===== src/hdl/gufw_ram.sv =====
// generic simple dual-port ram, one write and one registered read per cycle
// no dependencies
`default_nettype none

module gufw_ram #(
    parameter int WIDTH = 1,
    parameter int DEPTH = 4,
    localparam int ADDR_W = $clog2(DEPTH)
) (
    input  wire logic              i_clk,
    input  wire logic              i_we,
    input  wire logic [ADDR_W-1:0] i_waddr,
    input  wire logic [WIDTH-1:0]  i_wdata,
    input  wire logic [ADDR_W-1:0] i_raddr,
    output logic      [WIDTH-1:0]  o_rdata
);

    logic [WIDTH-1:0] r_mem [DEPTH];

    always_ff @(posedge i_clk) begin
        if (i_we) begin
            r_mem[i_waddr] <= i_wdata;
        end
        o_rdata <= r_mem[i_raddr];
    end

endmodule

`default_nettype wire


===== config.mk =====
export PLATFORM = sky130hd
export DESIGN_NAME = gufw_ram
export DESIGN_NICKNAME = d
export VERILOG_FILES = /design/src/hdl/gufw_ram.sv
export SDC_FILE = /design/constraint.sdc
export NUM_CORES = 1
export LEC_CHECK = 0
export BUFFER_PORTS_ARGS = -buffer_cell sky130_fd_sc_hd__buf_2
export CELL_PAD_IN_SITES_DETAIL_PLACEMENT = 1
export CELL_PAD_IN_SITES_GLOBAL_PLACEMENT = 1
export CORE_AREA = 3 3 40 42
export CTS_BUF_LIST = sky130_fd_sc_hd__clkbuf_4 sky130_fd_sc_hd__clkbuf_8
export CTS_CLUSTER_DIAMETER = 120
export DETAILED_ROUTE_END_ITERATION = 8
export DIE_AREA = 0 0 43 45
export PLACE_DENSITY_LB_ADDON = 0.05
export SYNTH_ARGS = -nofsm -noshare
export SYNTH_HDL_FRONTEND = slang
export SYNTH_SLANG_ARGS = --single-unit

===== constraint.sdc =====
create_clock -name i_clk -period 0.9 [get_ports i_clk]
set_input_delay 0.18 -clock i_clk [delete_from_list [all_inputs] [get_ports i_clk]]
set_output_delay 0.18 -clock i_clk [all_outputs]
set_load 0.05 [all_outputs]

=== Word-level counts from Yosys, hierarchy flattened ===
Memory sizes are Yosys's and may differ from the RTL's. A register that Yosys moved wholly into a read port is not among the register bits.
Cells that the tools add are included.

* Memories kept: 1
* Word-level logic and storage cells: 3
* Flip-flop bits (word level): 0
* Bits of input ports: 7
* Bits in writable memories: 4
* Output and inout bits: 1

* Mux-type cells: 2

{| class="wikitable"
|+ Memory list
! name !! words !! width !! rd ports !! clocked after Yosys merged registers in !! write ports !! line !! RTL
|-
| r_mem || 4 || 1 || 1 || 1 || 1 || 18 || <nowiki>logic [WIDTH-1:0] r_mem [DEPTH];</nowiki>
|}

{| class="wikitable"
|+ Operator list
! cell !! number
|-
| $mux 1 || 2
|}

=== Logic depth before layout (Yosys ltp) ===
* Word-level depth: 2
* Mapped depth: 1
* Depth with buffers taken out: 1

=== Worst setup path before layout ===
Ideal clock, no wire load.

* Path kind: reg-to-reg
* From: memory r_mem[3]
* To: register o_rdata (read register of r_mem)
* Library setup time: 0.134 ns
* Path slack: -0.009 ns
* Arrival time: 0.774 ns
* Stages on the path, launching flop included: 2
* Required time: 0.766 ns
* Path buffers: 0
* Clock period less this slack: 0.909 ns
* Cells stage by stage: edfxtp_1 mux4_2

{| class="wikitable"
|+ RTL lines
! item !! line !! RTL
|-
| start, declared || 18 ||
|-
| end, declared || 15 || <nowiki>output logic [WIDTH-1:0] o_rdata</nowiki>
|}

No word-level cell between the ends.

=== Worst setup path after layout ===
* From: memory r_mem[3]
* To: register o_rdata (read register of r_mem)

No word-level cell between the ends.

==> metrics.yaml <==
outcome: "finished, violations left"
violations: "setup timing"
layout_commonest_cell: "buf_2"
power_density_nw_per_um2: 2180
grt_max_degree: 5
cts-root-buf: "clkbuf_4"
hold_path_class: "in2reg"
setup_ws_ps: -55.4
fin_worst_skew_ps: 0.274
routed_wirelength_um: 376
critPathArrivalTime_ps: 1070
drive_above_1_share_pct: 57.1
seq_area_frac_synth_pct: 72.3
antenna_found_initial: 0
setup_viol: 1
clk_pin_slew_worst_paths_ps: 40
crit_chain: "mux4_2"
worstMarginPinSlew_ps: 231
clock_sinks: 5
path_buf_inv: 0
slew-limit-headroom_pct: 84.5
power_w: 0.000618
final_cell_mix: "buf_2, clkbuf_4, edfxtp_1, and3b_1"
ir_worst_vdd_v: 0.000812
clk_latency_ps: 240
layout-area-overhead-vs-synth_pct: 46.5
portBuffers: 7
initial_core_util_pct: 15.1
ys_top_cells_by_area: "edfxtp_1, mux4_2, dfxtp_1"
fillers: 143
firstDrtPassIters: 2
worstPathMaxFanout: 1
core_area_um2: 1280
drv_cap: 0
ioPinCount: 8
fin_util_pct: 22.1
rsz0062_at_grt: "yes"
topRoutingLayerUsed: "met3"
chipHeight_um: 45
post_drt_wl_per_cell_um: 10.4
vias_per_cell: 3.69
synth_top_area_share_pct: 61.9
synth.largest_area_cell: "edfxtp_1"
dr_wl_met3_um: 59
critPathCaptureType: "flop"
htreeDepth: 1
grt_pass1_vias: 155
n_antenna_cell: 0
p_leak_nw: 0.121
cts_setup_buffers: 0
pre_cts_ws_ps: -61.3
ys_ff_latch: 5
slowest_stage: "mux4_2"
die_area_um2: 1940
grt-ovfl-total: 0
fmax_mhz: 1050
start_kind: "flop"
gp_congestion: 0.623
synth_nets: 17
synth.distinct_cells: 6
syn_inst: 10
routed-wl-met2_um: 156
die_w_um: 43
via_count: 133
ant_nets: 0
drv_slew: 0
cts-buffers-inserted: 3
finalNetCount: 29
post-route-drc-count: 0
cts_tree: "yes"
min_period_ps: 955
hold_viol_final: 0
crit_family: "multiplexers"
syn_area_um2: 194
grt_pass1_wl_um: 607
track_usage_pct: 5.13
worstSetupPathType: "reg2reg"
yosysWarnings: 0
cp_slowest_stage_delay_ps: 460
drt_iter0_markers: 1
syn_area_per_cell_um2: 19.4
fin_crit_sh_pct: 106
clockBufferDepth: 2
cts_hold_buf: 0
rows: 13
required_ps: 1010
whs_ps: 167
wl_met1_um: 160
## flip-flops by register name, summed over array words and instances (netlist names)
register and flops:
o_rdata 1, r_mem 4
## where the power goes
part	internal, W	total [W]	switching, W
Sequential	0.000265	0.000269	0.00000408
Combinational	0.0000289	0.0000594	0.0000305
Clock	0.000198	0.000290	0.0000922
Total	0.000491	0.000618	0.000127
## cell families after synthesis
| group | share of synthesized area (%) |
|---|---|
| multiplexers | 11.6 |
| AND/OR/NAND/NOR | 16.1 |
| flip-flops | 72.3 |
## cell type report
type | instances | area [µm²] | area share [%]
sequential | 5 | 140 | 49.3
clock buffer | 4 | 30.0 | 10.6
tap | 15 | 18.8 | 6.61
timing repair buffer | 7 | 41.3 | 14.5
multi-input combinational | 5 | 53.8 | 18.9
## cells in the mapped netlist
cell type and number:
and3_1 1, dfxtp_1 1, and3b_1 2, nor3b_1 1, edfxtp_1 4, mux4_2 1
## per-stage QoR
step	instance area [µm²]	setup TNS [ps]	cells
floorplan	194	-8.82	10
global placement	248	-34.7	32
detailed placement	248	-61.3	32
CTS	284	-64.6	36
global route	284	-104	36
finish	284	-55.4	36
## layer usage
metal / vias to the layer above / GRT usage [%]
li1: 63 / -
met1: 60 / 4.21
met2: 10 / 6.59
met3: 0 / 6.37
met4: 0 / 3.61
met5: - / 0
## final timing paths
check / from / end / slack, ps / cells past startpoint
setup / recovery: r_mem[3] / o_rdata / -60 / 1
hold / removal: i_wdata / r_mem[1] / 170 / 1
setup reg to reg: r_mem[3] / o_rdata / -60 / 1
hold reg to reg: r_mem[2] / o_rdata / 550 / 1
## timing repair
action / 4_1_cts / 5_1_grt
setup endpoints to repair: 2 / 2
hold endpoints to repair: 0 / 0
resized for setup: 2 / 0
pin swaps: 0 / 0
(Power assumes the default switching activity.)
