**config.mk**
```make
export PLATFORM = sky130hd
export DESIGN_NAME = gufw_mod
export DESIGN_NICKNAME = d
export VERILOG_FILES = /design/src/hdl/gufw_pkg.sv /design/src/hdl/gufw_mod.sv
export SDC_FILE = /design/constraint.sdc
export NUM_CORES = 1
export LEC_CHECK = 0
export ABC_AREA = 1
export BUFFER_PORTS_ARGS = -buffer_cell sky130_fd_sc_hd__buf_2
export CELL_PAD_IN_SITES_DETAIL_PLACEMENT = 1
export CELL_PAD_IN_SITES_GLOBAL_PLACEMENT = 1
export CORE_MARGIN = 3
export CORE_UTILIZATION = 35
export DETAILED_ROUTE_END_ITERATION = 16
export HOLD_SLACK_MARGIN = 0.06
export PLACE_DENSITY_LB_ADDON = 0.1
export SETUP_SLACK_MARGIN = 0.1
export SLEW_MARGIN = 20
export SYNTH_ARGS = -nofsm -noshare
export SYNTH_HDL_FRONTEND = slang
export SYNTH_SLANG_ARGS = --single-unit
```
**constraint.sdc**
```tcl
create_clock -name i_clk -period 1.5 [get_ports i_clk]
set_clock_uncertainty 0.1 [all_clocks]
set_input_delay 0.3 -clock i_clk [delete_from_list [all_inputs] [get_ports i_clk]]
set_output_delay 0.3 -clock i_clk [all_outputs]
set_load 0.01 [all_outputs]
```
**src/hdl/gufw_pkg.sv**
```systemverilog
// shared types and constants for the grid union-find wall opener
// no dependencies
`default_nettype none

package gufw_pkg;

    localparam int CELL_W        = 12;
    localparam int DIM_W         = 7;
    localparam int AREA_W        = 2 * DIM_W;
    localparam int SIZE_W        = CELL_W + 1;
    localparam int GRID_CELLS    = 4096;
    localparam int MAX_CELLS_DEF = 4096;
    localparam int DIM_MAX       = 64;
    localparam int IN_W          = 16;
    localparam int OUT_W         = 8;
    localparam int CFG_IDX_W     = 1;

    localparam logic [1:0] OP_UNITE = 2'd0;
    localparam logic [1:0] OP_FORCE = 2'd1;

    localparam logic [1:0] DIR_UP    = 2'd0;
    localparam logic [1:0] DIR_DOWN  = 2'd1;
    localparam logic [1:0] DIR_LEFT  = 2'd2;
    localparam logic [1:0] DIR_RIGHT = 2'd3;

    localparam logic [2:0] ST_OK           = 3'd0;
    localparam logic [2:0] ST_OFF_GRID     = 3'd1;
    localparam logic [2:0] ST_SAME_SET     = 3'd2;
    localparam logic [2:0] ST_ALREADY_OPEN = 3'd3;
    localparam logic [2:0] ST_BAD_CELL     = 3'd4;

    localparam logic [CFG_IDX_W-1:0] CFG_REG_WIDTH  = 1'b0;
    localparam logic [CFG_IDX_W-1:0] CFG_REG_HEIGHT = 1'b1;

    typedef enum logic [13:0] {
        S_CLEAR    = 14'b00000000000001,
        S_IDLE     = 14'b00000000000010,
        S_MOD      = 14'b00000000000100,
        S_FIND_RD  = 14'b00000000001000,
        S_WALK     = 14'b00000000010000,
        S_COMP_RD  = 14'b00000000100000,
        S_COMP     = 14'b00000001000000,
        S_FIND_END = 14'b00000010000000,
        S_LINK     = 14'b00000100000000,
        S_FORCE_RD = 14'b00001000000000,
        S_FORCE    = 14'b00010000000000,
        S_OPEN     = 14'b00100000000000,
        S_WALL_RD  = 14'b01000000000000,
        S_OUT      = 14'b10000000000000
    } t_state;

    typedef struct packed {
        logic             done;
        logic [DIM_W-1:0] rem;
    } t_mod_rsp;

endpackage

`default_nettype wire

```
**src/hdl/gufw_mod.sv**
```systemverilog
// iterative remainder unit, one shift-compare-subtract step per cycle
// depends on gufw_pkg
`default_nettype none

module gufw_mod (
    input  wire logic                        i_clk,
    input  wire logic                        i_rst_n,
    input  wire logic                        i_start,
    input  wire logic [gufw_pkg::CELL_W-1:0] i_dividend,
    input  wire logic [gufw_pkg::DIM_W-1:0]  i_divisor,
    output gufw_pkg::t_mod_rsp               o_rsp
);

    localparam int CNT_W = $clog2(gufw_pkg::CELL_W);

    logic                        r_busy;
    logic                        r_done;
    logic [CNT_W-1:0]            r_cnt;
    logic [gufw_pkg::CELL_W-1:0] r_quo;
    logic [gufw_pkg::DIM_W-1:0]  r_rem;

    logic [gufw_pkg::DIM_W-1:0]  w_trial;
    logic                        w_ge;
    logic [gufw_pkg::DIM_W-1:0]  w_rem_nx;

    always_comb begin
        w_trial  = {r_rem[gufw_pkg::DIM_W-2:0], r_quo[gufw_pkg::CELL_W-1]};
        w_ge     = (w_trial >= i_divisor);
        w_rem_nx = w_ge ? (w_trial - i_divisor) : w_trial;
    end

    always_ff @(posedge i_clk) begin
        if (!i_rst_n) begin
            r_busy <= 1'b0;
            r_done <= 1'b0;
        end else begin
            r_done <= r_busy && (r_cnt == '0);
            if (i_start) begin
                r_busy <= 1'b1;
            end else if (r_busy && (r_cnt == '0)) begin
                r_busy <= 1'b0;
            end
        end
    end

    always_ff @(posedge i_clk) begin
        if (i_start) begin
            r_cnt <= CNT_W'(gufw_pkg::CELL_W - 1);
            r_quo <= i_dividend;
            r_rem <= '0;
        end else if (r_busy) begin
            r_cnt <= r_cnt - 1'b1;
            r_quo <= {r_quo[gufw_pkg::CELL_W-2:0], 1'b0};
            r_rem <= w_rem_nx;
        end
    end

    assign o_rsp.done = r_done;
    assign o_rsp.rem  = r_rem;

endmodule

`default_nettype wire

```
* Yosys cells after proc, flatten, opt, wreduce, memory -nomap -nowiden *
Index checks and enable logic that the tools add are counted.
Widths: inputs -> output; s select.

word-level totals
  word-level logic and storage cells = 17
  register bits after elaboration = 25

operators by class
  $add $sub $neg = 2
  reduce and logical (&&, ||, !) cells = 4
  order comparisons = 1
  muxes and demuxes = 5

operator list
  cell                 number
  $mux 12              2
  $ge 7x7->1           1
  $mux 7               1
  $sub 7x7->7          1
  $logic_not 4->1      1
  $reduce_bool 2->1    2
  $sub 4x1->4 const B  1
  $mux 1               2
  $logic_and 1x1->1    1

* Logic depth before layout (Yosys ltp) *
  depth after elaboration = 4
  depth in mapped cells = 11
  depth with buffers taken out = 11

* Worst setup path before layout *
Ideal clock, no wire load.

  kind = register -> register
  start = register r_quo[11] in the netlist's numbering
  end = register r_rem[4] in the netlist's numbering
  library setup time = 0.132 ns
  path slack = -0.088 ns
  clock period less this slack = 1.588 ns
  stages on the path, launching flop included = 10
  arrival = 1.356 ns
  path buffers = 0
  cells stage by stage = edfxtp_1 inv_1 ha_1 fa_1 nor2_1 o21ai_0 nand2_1 nand2_1 nand3_1 o21ai_1

on the way
  longest elaborated chain between the ends = 2
  elaborated cells on any way between the ends = 3
  classes of those cells = add/sub: 1; order compare: 1; mux: 1

RTL lines
  element                                           RTL line                        source
  start, declared                                   gufw_mod.sv:19                  logic [gufw_pkg::CELL_W-1:0] r_quo;
  start signal, assigned                            gufw_mod.sv:49                  r_quo <= i_dividend;
  start signal, assigned                            gufw_mod.sv:53                  r_quo <= {r_quo[gufw_pkg::CELL_W-2:0], 1'b0};
  $sub 7x7->7 / $ge 7x7->1 (equally long branches)  gufw_mod.sv:29, gufw_mod.sv:28
  $mux 7 *                                          gufw_mod.sv:29                  w_rem_nx = w_ge ? (w_trial - i_divisor) : w_trial;
  end signal, assigned                              gufw_mod.sv:54                  r_rem <= w_rem_nx;
  end, declared                                     gufw_mod.sv:20                  logic [gufw_pkg::DIM_W-1:0] r_rem;

Mark *: on every way between the ends. The rest lies on a longest branch, timed or not.
A chain may end at the register's enable or synchronous reset.

* Worst setup path in the final report *
  start = register r_quo[11] in the netlist's numbering
  end = register r_rem[2] in the netlist's numbering

The elaborated chain is that of the path after synthesis.

==> results.cfg <==
[floorplanning]
die_h_um = 72.2
io_pins = 30
start_util_pct = 37.2
die_area_mm2 = 0.00521
design.core.area_mm2 = 0.00412
die_w_um = 72.2
rows = 23

[placement]
dpl-instance-area_mm2 = 0.00198
numPortBuffers = 29
gp_congestion = 0.825
place_ws_ns = -0.208
hpwl_mm = 3.28

[global_routing]
grtUsageTotal_pct = 16.5
antenna_found_initial = 0
grt_overflow = 0
grt_max_degree = 15
grt_pass1_vias = 1519
grt_pass1_wl_mm = 6.80

[routing]
vias = 1411
wl_per_cell_um = 13.7
drtIter0Drc = 50
drc = 0
viasPerCell = 4.66
ant_nets = 0
firstDrtPassIters = 4
wl_mm = 4.14

[sta]
fin_crit_ns = 1.69
setup_viol = 7
tightest_slew_ns = 0.352
slew_viol_final = 0
timing_hold_violations_final = 0
timing.final.ws_setup_ns = -0.186
slew_headroom_pct = 76.5
fin_crit_sh_pct = 112
grt_setup_unrepaired = true
whs_ns = 0.168
fmax_mhz = 593

[synthesis]
synth-seq-area-share_pct = 40.5
syn-num-nets = 237
synth_warnings = 0
syn_inst = 205
ys_types = 28
ys_ff_latch = 25
syn_avg_cell_area_um2 = 7.47
netlist_area_mm2 = 0.00153

[setup_path]
crit_path_start_kind = flip-flop
crit_arrival_ns = 1.75
critical_path_class = reg2reg
critPathRequiredTime_ns = 1.56
path_max_fanout = 3
worstSetupEndpointType = flip-flop

[pwr]
peakVddDrop_v = 0.000538
p_leak_nw = 1.08
powerDensity_mw_per_mm2 = 750

[cells_and_area]
area_growth_syn_to_layout_pct = 40.5
fillers = 510
nets = 286
mostFrequentLayoutCell = nand2_1
most-common-layout-cells = nand2_1, inv_1, buf_2
drive_above_1_share_pct = 43.1
antennaDiodeCount = 0
final_area_mm2 = 0.00215

[status]
status = complete, but fails checks
violations = negative setup slack

[cts]
cts_tree = done
cts-root-buf = clkbuf_8
htree_levels = 1
clk_pin_slew_worst_paths_ns = 0.09
numCtsBuffers = 3
clock_sinks = 25
clock_latency_ns = 0.27
cts_buffer_depth = 2

[flow_run]
cap_violations = 0

[min_path]
hold_path_class = in2reg
## synth_stat cells
cell | count | area share [%]
nand3_2 | 2 | 1.3
o21ai_1 | 4 | 1.3
nand3_1 | 18 | 5.9
nand2_4 | 2 | 1.5
inv_1 | 36 | 8.8
buf_4 | 2 | 0.98
nand3b_1 | 1 | 0.49
buf_2 | 1 | 0.33
dfxtp_1 | 13 | 17
xnor2_1 | 1 | 0.57
nand4_1 | 2 | 0.82
clkbuf_1 | 1 | 0.24
o211ai_1 | 1 | 0.49
nand3_4 | 1 | 1.1
a22oi_1 | 1 | 0.49
a21oi_1 | 3 | 0.98
nand2_1 | 71 | 17
a21oi_2 | 1 | 0.57
nor2_4 | 1 | 0.74
nand2_2 | 3 | 1.2
edfxtp_1 | 12 | 24
fa_1 | 1 | 1.3
nor2_2 | 3 | 1.2
inv_2 | 1 | 0.24
nor2_1 | 9 | 2.2
xor2_1 | 1 | 0.57
o21ai_0 | 4 | 1.3
ha_1 | 9 | 7.4
## state kept, by name, summed over array words and instances (netlist names)
register  count
r_rem         7
r_quo        12
r_busy        1
r_cnt         4
r_done        1
## worst max-delay path, cell delays in order (launching register included)
cell and delay, ns:
edfxtp_1 0.35, inv_2 0.06, ha_4 0.16, fa_2 0.43, buf_4 0.16, xor2_2 0.12
nand2_1 0.08, nand3_2 0.06, o21ai_1 0.05
## path summary, 6_finish.rpt
kind,startpoint,cells past startpoint,endpoint,slack [ns]
min,i_rst_n,3,r_done,0.17
max reg2reg,r_quo[11],8,r_rem[2],-0.19
min reg2reg,r_rem[6],2,r_rem[6],0.37
max,r_quo[11],8,r_rem[2],-0.19
## layer usage
| layer | up-vias | global-route usage (%) | part of all wire, % |
|---|---|---|---|
| met4 | 0 | 2.30 | 0.41 |
| met2 | 22 | 29.1 | 50 |
| met5 | - | 0 | 0 |
| met1 | 649 | 21.1 | 47 |
| li1 | 738 | - | - |
| met3 | 2 | 3.46 | 3.1 |
## through the flow
step                setup TNS [ns]  total power (W)  utilization (%)  cells
global placement            -0.595          0.00116             48.1    293
CTS                         -0.495          0.00161             50.8    302
detailed placement          -0.977          0.00118             48.1    293
floorplan                        0          0.00104                -    205
finish                      -0.808          0.00161             52.3    303
global route                 -1.45          0.00170             52.3    303
## power breakdown
| part | total (W) | internal, W | switching (W) |
|---|---|---|---|
| combinational | 0.000417 | 0.000185 | 0.000232 |
| clock | 0.000410 | 0.000190 | 0.000220 |
| sequential | 0.000788 | 0.000765 | 0.0000223 |
## area by class of cell
cell class	instances	area [um2]	area share, %
timing repair buffer	48	300	14.0
inverter	37	139	6.45
multi-input combinational	139	970	45.1
sequential	25	636	29.5
tap	50	62.6	2.91
clock buffer	4	45.0	2.09
## cell families (layout without fill, tap and decap cells)
family	count (synthesis)	after routing	share of synthesized area (%)
xor+xnor	2	2	1.14
compound gates	14	14	5.15
fa+ha+maj	10	10	8.66
flops	25	25	40.5
buf+inv	41	89	10.6
simple gates	113	113	33.9
## timing repair
item,4_1_cts,5_1_grt
gates resized for setup,9,14
pin swaps,13,6
setup endpoints to repair,7,7
hold buffers,0,0
setup buffers,5,1
Power figures use the tool's default switching activity.
